<file path="src/rtl/bebac_pkg.sv">
// bebac_pkg: shared types and constants for the band epoch budget admission core.
// Holds the beat structs, sequencer states, adder ops and register indices.
// No dependencies; every other file imports it.
package bebac_pkg;

   // Sizing
   localparam int BAND_SLOTS = 8;
   localparam int TIME_BITS = 64;
   localparam int BAND_W    = (BAND_SLOTS > 1) ? $clog2(BAND_SLOTS) : 1;
   localparam int LEN_W     = 16;
   localparam int PRIO_W    = 8;
   localparam int NOW_W     = 64;
   localparam int BUDGET_W  = 32;
   localparam int QUANT_W   = 32;
   localparam int UNIT_W    = 16;
   localparam int MULT_W    = 16;
   localparam int MULTS_W   = 64;
   localparam int COUNT_W   = 4;
   localparam int CSR_IDX_W = 3;
   localparam int CSR_DAT_W = 64;

   // Register indices
   localparam logic [CSR_IDX_W-1:0] CSR_QUANTUM    = 3'd0;
   localparam logic [CSR_IDX_W-1:0] CSR_UNIT       = 3'd1;
   localparam logic [CSR_IDX_W-1:0] CSR_MULTS_LOW  = 3'd2;
   localparam logic [CSR_IDX_W-1:0] CSR_MULTS_HIGH = 3'd3;
   localparam logic [CSR_IDX_W-1:0] CSR_BAND_COUNT = 3'd4;
   localparam logic [CSR_IDX_W-1:0] CSR_DOWNGRADE  = 3'd5;

   // Register reset values
   localparam logic [QUANT_W-1:0] QUANTUM_RST    = 32'd100000;
   localparam logic [UNIT_W-1:0]  UNIT_RST       = 16'd128;
   localparam logic [MULTS_W-1:0] MULTS_LOW_RST  = {16'd1000, 16'd0, 16'd0, 16'd10000};
   localparam logic [MULTS_W-1:0] MULTS_HIGH_RST = {16'd1, 16'd5, 16'd10, 16'd100};
   localparam logic [COUNT_W-1:0] BAND_COUNT_RST = 4'd8;

   // Request beat
   typedef struct packed {
      logic [LEN_W-1:0]  packet_length;
      logic [PRIO_W-1:0] priority_req;
      logic [NOW_W-1:0]  now_cycles;
   } req_type;

   // Response beat
   typedef struct packed {
      logic                admitted;
      logic [2:0]          granted_band;
      logic [BUDGET_W-1:0] budget_left;
   } rsp_type;

   // Band store write controls
   typedef struct packed {
      logic                 epoch_we;
      logic [TIME_BITS-1:0] epoch_val;
      logic                 bytes_we;
      logic [BUDGET_W-1:0]  bytes_val;
   } store_wr_type;

   typedef enum logic [2:0] {
      ST_IDLE,
      ST_EPOCH,
      ST_REFILL,
      ST_FIT,
      ST_DONE
   } state_type;

   typedef enum logic {
      ALU_ADD,
      ALU_SUB
   } alu_op_type;

endpackage

</file>
<file path="src/rtl/band_epoch_budget_admission_core.sv">
// band_epoch_budget_admission_core: per-band fixed-window byte budget admission.
// Top level: config registers, sequencer, limit multiplier; uses bebac_alu,
// bebac_store and bebac_pkg.
//
//   channel | ports                          | direction | handshake
//   --------+--------------------------------+-----------+------------------------
//   request | req_valid req_stall req_data   | in        | valid & !stall
//   result  | rsp_valid rsp_stall rsp_data   | out       | valid & !stall
//   config  | csr_valid csr_ready csr_index  | in        | valid & ready
//           | csr_wdata                      |           |
//
// Each band tried uses the shared adder for the epoch compare, the epoch end
// sum, then the fit and deduct; a packet tries from 1 to 6 bands (longest
// chain 7, 6, 5, 4, 3, 0). req_stall is high from acceptance until the result
// is in the output register, which holds while rsp_stall is high.
// Synchronous reset clears all band state at once; csr_ready is always high.
module band_epoch_budget_admission_core (
   input  logic                              clock,
   input  logic                              reset,
   input  logic                              req_valid,
   output logic                              req_stall,
   input  bebac_pkg::req_type                req_data,
   output logic                              rsp_valid,
   input  logic                              rsp_stall,
   output bebac_pkg::rsp_type                rsp_data,
   input  logic                              csr_valid,
   output logic                              csr_ready,
   input  logic [bebac_pkg::CSR_IDX_W-1:0]   csr_index,
   input  logic [bebac_pkg::CSR_DAT_W-1:0]   csr_wdata
);
   import bebac_pkg::*;

   // configuration registers
   logic [QUANT_W-1:0] quantum_ff;
   logic [UNIT_W-1:0]  unit_ff;
   logic [MULTS_W-1:0] mults_low_ff;
   logic [MULTS_W-1:0] mults_high_ff;
   logic [COUNT_W-1:0] band_count_ff;
   logic               downgrade_ff;

   // sequencer state
   state_type             state_ff, state_in;
   req_type               item_ff, item_in;
   logic [BAND_W-1:0]     band_ff, band_in;
   logic                  ge_ff, ge_in;
   logic [BUDGET_W-1:0]   limit_ff, limit_in;
   logic [BUDGET_W-1:0]   budget_ff, budget_in;
   rsp_type               pend_ff, pend_in;
   rsp_type               rsp_ff, rsp_in;
   logic                  rsp_valid_ff, rsp_valid_in;

   // shared unit and store
   alu_op_type            alu_op;
   logic [TIME_BITS-1:0]  alu_a, alu_b, alu_sum;
   logic                  alu_carry;
   store_wr_type          st_wr;
   logic [BUDGET_W-1:0]   rd_bytes;
   logic [TIME_BITS-1:0]  rd_epoch;

   // derived
   logic [4:0]            bands_eff;
   logic [PRIO_W-1:0]     start_prio;
   logic [7:0][MULT_W-1:0] mult_vec;
   logic [MULT_W-1:0]     mult;
   logic [BAND_W-1:0]     next_band;
   logic [TIME_BITS-1:0]  now_t;

   assign csr_ready = 1'b1;

   // config writes; unknown indices are ignored
   always_ff @(posedge clock) begin
      if (reset) begin
         quantum_ff    <= QUANTUM_RST;
         unit_ff       <= UNIT_RST;
         mults_low_ff  <= MULTS_LOW_RST;
         mults_high_ff <= MULTS_HIGH_RST;
         band_count_ff <= BAND_COUNT_RST;
         downgrade_ff  <= 1'b0;
      end else if (csr_valid) begin
         case (csr_index)
            CSR_QUANTUM:    quantum_ff    <= csr_wdata[QUANT_W-1:0];
            CSR_UNIT:       unit_ff       <= csr_wdata[UNIT_W-1:0];
            CSR_MULTS_LOW:  mults_low_ff  <= csr_wdata;
            CSR_MULTS_HIGH: mults_high_ff <= csr_wdata;
            CSR_BAND_COUNT: band_count_ff <= csr_wdata[COUNT_W-1:0];
            CSR_DOWNGRADE:  downgrade_ff  <= csr_wdata[0];
            default: ;
         endcase
      end
   end

   // clamp the requested band to the bands in use
   always_comb begin
      if (band_count_ff == '0) begin
         bands_eff = 5'd1;
      end else if (5'(band_count_ff) > 5'(BAND_SLOTS)) begin
         bands_eff = 5'(BAND_SLOTS);
      end else begin
         bands_eff = 5'(band_count_ff);
      end
      if (req_data.priority_req >= PRIO_W'(bands_eff)) begin
         start_prio = PRIO_W'(bands_eff - 5'd1);
      end else begin
         start_prio = req_data.priority_req;
      end
   end

   // multiplier of the current band; bands 8 and up have none
   assign mult_vec = {mults_high_ff, mults_low_ff};
   always_comb begin
      if (32'(band_ff) < 32'd8) begin
         mult = mult_vec[3'(band_ff)];
      end else begin
         mult = '0;
      end
   end

   // downgrade order: band 3 drops to band 0, others step down by one
   assign next_band = (32'(band_ff) == 32'd3) ? '0 : band_ff - BAND_W'(1);
   assign now_t     = item_ff.now_cycles[TIME_BITS-1:0];

   bebac_alu u_alu (
      .op    (alu_op),
      .a     (alu_a),
      .b     (alu_b),
      .sum   (alu_sum),
      .carry (alu_carry)
   );

   bebac_store u_store (
      .clock    (clock),
      .reset    (reset),
      .band     (band_ff),
      .wr       (st_wr),
      .rd_bytes (rd_bytes),
      .rd_epoch (rd_epoch)
   );

   // sequencer: next state, adder operands and store writes
   always_comb begin
      state_in     = state_ff;
      item_in      = item_ff;
      band_in      = band_ff;
      ge_in        = ge_ff;
      limit_in     = limit_ff;
      budget_in    = budget_ff;
      pend_in      = pend_ff;
      rsp_in       = rsp_ff;
      rsp_valid_in = rsp_valid_ff;
      alu_op       = ALU_SUB;
      alu_a        = '0;
      alu_b        = '0;
      st_wr        = '0;

      if (rsp_valid_ff && !rsp_stall) begin
         rsp_valid_in = 1'b0;
      end

      case (state_ff)
         ST_IDLE: begin
            if (req_valid) begin
               item_in  = req_data;
               band_in  = BAND_W'(start_prio);
               state_in = ST_EPOCH;
            end
         end
         // epoch over when now >= epoch end; limit formed alongside
         ST_EPOCH: begin
            alu_op   = ALU_SUB;
            alu_a    = now_t;
            alu_b    = rd_epoch;
            ge_in    = alu_carry;
            limit_in = BUDGET_W'(mult) * BUDGET_W'(unit_ff);
            state_in = ST_REFILL;
         end
         // refill and move the epoch end, or load the budget as it stands
         ST_REFILL: begin
            alu_op = ALU_ADD;
            alu_a  = now_t;
            alu_b  = TIME_BITS'(quantum_ff);
            if (ge_ff) begin
               st_wr.epoch_we  = 1'b1;
               st_wr.epoch_val = alu_sum;
               st_wr.bytes_we  = 1'b1;
               st_wr.bytes_val = limit_ff;
               budget_in       = limit_ff;
            end else begin
               budget_in       = rd_bytes;
            end
            state_in = ST_FIT;
         end
         // fit check and deduct in one subtract
         ST_FIT: begin
            alu_op = ALU_SUB;
            alu_a  = TIME_BITS'(budget_ff);
            alu_b  = TIME_BITS'(item_ff.packet_length);
            if (alu_carry) begin
               st_wr.bytes_we       = 1'b1;
               st_wr.bytes_val      = alu_sum[BUDGET_W-1:0];
               pend_in.admitted     = 1'b1;
               pend_in.granted_band = 3'(band_ff);
               pend_in.budget_left  = alu_sum[BUDGET_W-1:0];
               state_in             = ST_DONE;
            end else begin
               pend_in.admitted     = 1'b0;
               pend_in.granted_band = 3'(band_ff);
               pend_in.budget_left  = budget_ff;
               if (downgrade_ff && (band_ff != '0)) begin
                  band_in  = next_band;
                  state_in = ST_EPOCH;
               end else begin
                  state_in = ST_DONE;
               end
            end
         end
         // hand the result over once the output register is free
         ST_DONE: begin
            if (!rsp_valid_ff || !rsp_stall) begin
               rsp_in       = pend_ff;
               rsp_valid_in = 1'b1;
               state_in     = ST_IDLE;
            end
         end
         default: begin
            state_in = ST_IDLE;
         end
      endcase
   end

   // control registers
   always_ff @(posedge clock) begin
      if (reset) begin
         state_ff     <= ST_IDLE;
         rsp_valid_ff <= 1'b0;
      end else begin
         state_ff     <= state_in;
         rsp_valid_ff <= rsp_valid_in;
      end
   end

   // payload registers
   always_ff @(posedge clock) begin
      item_ff   <= item_in;
      band_ff   <= band_in;
      ge_ff     <= ge_in;
      limit_ff  <= limit_in;
      budget_ff <= budget_in;
      pend_ff   <= pend_in;
      rsp_ff    <= rsp_in;
   end

   assign req_stall = (state_ff != ST_IDLE);
   assign rsp_valid = rsp_valid_ff;
   assign rsp_data  = rsp_ff;

endmodule

</file>
<file path="src/rtl/bebac_alu.sv">
// bebac_alu: the single shared adder/subtractor of the admission core.
// Used for the epoch compare, the epoch end sum and the budget fit/deduct.
// Depends on bebac_pkg.
module bebac_alu (
   input  bebac_pkg::alu_op_type             op,
   input  logic [bebac_pkg::TIME_BITS-1:0]   a,
   input  logic [bebac_pkg::TIME_BITS-1:0]   b,
   output logic [bebac_pkg::TIME_BITS-1:0]   sum,
   output logic                              carry
);
   import bebac_pkg::*;

   logic [TIME_BITS-1:0] b_eff;
   logic [TIME_BITS:0]   full;

   // subtract as a + ~b + 1; carry out set means no borrow (a >= b)
   always_comb begin
      b_eff = (op == ALU_SUB) ? ~b : b;
      full  = {1'b0, a} + {1'b0, b_eff} + (TIME_BITS + 1)'(op == ALU_SUB);
   end

   assign sum   = full[TIME_BITS-1:0];
   assign carry = full[TIME_BITS];

endmodule

</file>
<file path="src/rtl/bebac_store.sv">
// bebac_store: per-band byte budget and epoch end registers.
// One read and one write band per cycle; everything clears to zero on reset.
// Depends on bebac_pkg.
module bebac_store (
   input  logic                              clock,
   input  logic                              reset,
   input  logic [bebac_pkg::BAND_W-1:0]      band,
   input  bebac_pkg::store_wr_type           wr,
   output logic [bebac_pkg::BUDGET_W-1:0]    rd_bytes,
   output logic [bebac_pkg::TIME_BITS-1:0]   rd_epoch
);
   import bebac_pkg::*;

   logic [BAND_SLOTS-1:0][BUDGET_W-1:0]  bytes_ff;
   logic [BAND_SLOTS-1:0][TIME_BITS-1:0] epoch_ff;

   // zero epoch end means the first arrival in a band refills it
   always_ff @(posedge clock) begin
      if (reset) begin
         bytes_ff <= '0;
         epoch_ff <= '0;
      end else begin
         if (wr.bytes_we) begin
            bytes_ff[band] <= wr.bytes_val;
         end
         if (wr.epoch_we) begin
            epoch_ff[band] <= wr.epoch_val;
         end
      end
   end

   assign rd_bytes = bytes_ff[band];
   assign rd_epoch = epoch_ff[band];

endmodule

</file>
<file path="config.mk">
export PLATFORM = sky130hd
export DESIGN_NAME = band_epoch_budget_admission_core
export DESIGN_NICKNAME = d
export VERILOG_FILES = /design/src/rtl/bebac_pkg.sv /design/src/rtl/band_epoch_budget_admission_core.sv /design/src/rtl/bebac_alu.sv /design/src/rtl/bebac_store.sv
export SDC_FILE = /design/constraint.sdc
export NUM_CORES = 2
export LEC_CHECK = 0
export ABC_AREA = 1
export BUFFER_PORTS_ARGS = -buffer_cell sky130_fd_sc_hd__buf_4
export CORE_UTILIZATION = 35
export CTS_CLUSTER_DIAMETER = 50
export DETAILED_ROUTE_END_ITERATION = 8
export GPL_ROUTABILITY_DRIVEN = 0
export SLEW_MARGIN = 20
export SYNTH_ARGS = -nofsm -noshare
export SYNTH_HDL_FRONTEND = slang
export SYNTH_SLANG_ARGS = --single-unit
</file>
<file path="constraint.sdc">
create_clock -name clock -period 8.35 [get_ports clock]
set_clock_uncertainty 0.05 [all_clocks]
set_input_delay 0.4175 -clock clock [delete_from_list [all_inputs] [get_ports clock]]
set_output_delay 0.4175 -clock clock [all_outputs]
set_load 0.005 [all_outputs]
</file>
==> metrics.cfg <==
[drt]
first_pass_iters = 9
wl_per_cell_um = 21.53
ant_nets = 0
drt_iter0_markers = 7052
drc_errors = 0
viasPerCell = 5.393
num_vias = 56150
finalWirelength_mm = 224.2

[timing]
tns_ns = 0
setup_viol = 0
rsz0062_at_grt = false
slew_headroom_pct = 22.54
final-max-slew-violation-count = 0
hold_viol = 0
fin_crit_sh_pct = 95.09
fmax_ghz = 0.1259
period_needed_ns = 7.940
tightest_slew_ns = 1.162

[synth]
yosys.cell_count.top_type = inv_1
synth_edf_count = 220
synth-simple-area-share_pct = 13.51
synth_cell_types = 69
syn_area_um2 = 60850
synth_top_area_share_pct = 31.35
syn-num-nets = 8367
synth_fa_ha_area_share_pct = 9.973
synthXorXnorAreaFrac_pct = 0.9911
synthTopCellsByCount = 1348 x inv_1, 967 x o21ai_0, 953 x dfxtp_1, 904 x nor2_1, 867 x nand2_1
ys_ff_latch = 1173
synth-main-ff-cell = dfxtp_1
synth_compound_area_share_pct = 21.86
synthCells = 7839
syn_avg_cell_area_um2 = 7.762
async_flop_share_pct = 0
synth-warning-count = 0
yosysSeqAreaShare_pct = 42.21
ys_top_cells_by_area = dfxtp_1 31%, edfxtp_1 11%, inv_1 8.3%
synth.area.mux_share_pct = 0
yosysTopAreaCell = dfxtp_1
synth_top_family_by_area = compound AO/OA/AOI/OAI gates

[setup_path]
worstSetupEndpointType = register
cp-startpoint = band_ff[0]
path_class = register to register
critPathSlowestCell = edfxtp_1
arrival_ns = 8.43
crit_top_cell = inv_1
crit_buf_inv = 9
cpLargestDelayFamily = adder cells
crit_path_start_kind = register
worstPathRequired_ns = 8.84
worst_path_largest_cell_delay_ns = 0.67
r2r_start = band_ff[0]
worst-path-max-fanout = 30

[layout]
final_cell_area_um2 = 70900
syn2layout_area_growth_pct = 16.52
drive_gt1_share_pct = 8.309
fin_nets = 8505

[die]
io_pins = 199
dieArea_um2 = 175500
rows = 152
fp.dieW_um = 419.0
initial_core_util_pct = 35.35
coreArea_um2 = 172100
fp.dieH_um = 419.0

[placement]
io_buffers = 197
dpl-instance-area_um2 = 64420
hpwl_mm = 148.7

[global_routing]
antenna_found_initial = 4
grt_pass1_vias = 52570
grt_pass1_wl_mm = 330.8
grt_max_degree = 210
overflow = 0
grt_usage_pct = 24.90

[status]
status = finished clean

[power]
internal-power_mw = 10.72
power_mw = 16.68
clock_power_share_pct = 38.4
seq_power_share_pct = 36.9
p_switching_mw = 5.965
power_per_cell_area_nw_per_um2 = 235.3
p_leak_nw = 31.91
pwr-share-comb_pct = 24.8
p_sw_share_pct = 35.75
peakVddDrop_uv = 253.5

[min_path]
hold_path_startpoint = req_data[65]
min_path_type = input port to register

[clock_tree]
insertion_delay_ns = 0.83
htreeDepth = 4
cts_sinks = 1173
cts.path.max_buffers = 3
cts_tree = done
cts_root_buffer = clkbuf_16
cts_buffers = 144
cts.clk_slew.worst_paths_ns = 0.06

[run]
max_cap_viol_count = 0

power by group through the flow:
stage	Sequential [mW]	Clock (mW)	Combinational, mW
after global placement	6.27	0	3.90
after CTS	6.15	6.47	4.00
after global routing	6.16	6.71	4.40
after detailed placement	6.27	0	3.93
after floorplan	6.19	0	2.35
final	6.15	6.40	4.13
sequential cells by signal, summed over array words and instances (netlist names), 4 cells and up:
| register | count |
|---|---|
| u_store.epoch_ff | 512 |
| u_store.bytes_ff | 256 |
| mults_high_ff | 64 |
| mults_low_ff | 64 |
| now_t | 64 |
| pend_ff | 36 |
| rsp_data | 36 |
| budget_ff | 32 |
| limit_ff | 32 |
| quantum_ff | 32 |
| item_ff | 16 |
| unit_ff | 16 |
| band_count_ff | 4 |
layer usage:
| layer | vias up | part of all wire (%) | global-route usage, % |
|---|---|---|---|
| met4 | 2 | 5.7 | 13.50 |
| met5 | - | 0.0045 | 0 |
| met1 | 26660 | 42 | 33.66 |
| met2 | 2976 | 43 | 37.31 |
| li1 | 25950 | - | - |
| met3 | 551 | 10 | 4.743 |
logic make-up after synthesis:
logic type | count (synthesis)
buffers and inverters | 1842
and+or+nand+nor | 2044
DFF | 1173
other | 1
xor gates and xnor gates | 59
AOI/OAI and AO/OA | 2352
adders and majority gates | 368
worst min-delay path, cell delays in order:
cell and delay, ns:
buf_4 0.11, o21ai_0 0.17, o21ai_0 0.18
layout by cell type (no fill, tap or decap), types with 19 or more instances in the layout:
| cell type | netlist | routed |
|---|---|---|
| a21oi_1 | 788 | 788 |
| a221oi_1 | 91 | 91 |
| dlygate4sd3_1 | 0 | 152 |
| nand2_2 | 14 | 23 |
| nand3_1 | 146 | 146 |
| clkbuf_1 | 374 | 27 |
| xor2_1 | 31 | 31 |
| nor3_1 | 23 | 23 |
| o211ai_1 | 83 | 83 |
| edfxtp_1 | 220 | 220 |
| a31oi_1 | 27 | 27 |
| inv_2 | 19 | 27 |
| nand2_1 | 867 | 858 |
| nor2_1 | 904 | 886 |
| nor4_1 | 19 | 19 |
| o21ai_0 | 967 | 966 |
| o21ai_1 | 51 | 52 |
| dfxtp_1 | 953 | 953 |
| inv_1 | 1348 | 1339 |
| ha_1 | 173 | 173 |
| nor2_4 | 5 | 23 |
| a22o_1 | 37 | 37 |
| o2111ai_1 | 19 | 19 |
| clkinv_2 | 0 | 25 |
| fa_1 | 195 | 195 |
| nand4_1 | 40 | 40 |
| o22ai_1 | 144 | 144 |
| clkbuf_16 | 0 | 146 |
| buf_4 | 5 | 296 |
final timing paths:
check | slack [ns] | end | depth (start not counted)
setup / recovery | 0.41 | limit_ff[28] | 30
hold / removal | 0.11 | band_ff[1] | 3
setup reg to reg | 0.41 | limit_ff[28] | 30
hold reg to reg | 0.37 | rsp_data[18] | 0
final cells by class:
class	instances	area, µm²
Antenna cell	1	2.502
Clock buffer	189	3975
Clock inverter	80	942.2
Fill cell	17270	101200
Inverter	1379	5194
Multi-Input combinational cell	4824	28350
Sequential cell	1173	25680
Tap cell	2310	2890
Timing Repair Buffer	455	3861
per-stage QoR:
| step | utilization [%] | cells | worst slack, ns | hold WS [ns] |
|---|---|---|---|---|
| 6_report | 41.19 | 10410 | 0.4102 | 0.1077 |
| 3_5_place_dp | 37.43 | 9987 | 0.2246 | 0.3554 |
| 2_1_floorplan | - | 7839 | 1.185 | 0.3503 |
| 3_3_place_gp | 37.43 | 9987 | 0.4993 | 0.3546 |
| 5_1_grt | 41.19 | 10410 | 0.00002665 | 0.1072 |
| 4_1_cts | 41.17 | 10410 | 0.1780 | 0.04231 |
what timing repair did:
action	CTS	global route
hold endpoints to repair	272	0
buffers inserted	0	2
setup endpoints to repair	0	4
hold buffers	152	0
resized for setup	0	10
(Power assumes the default switching activity.)
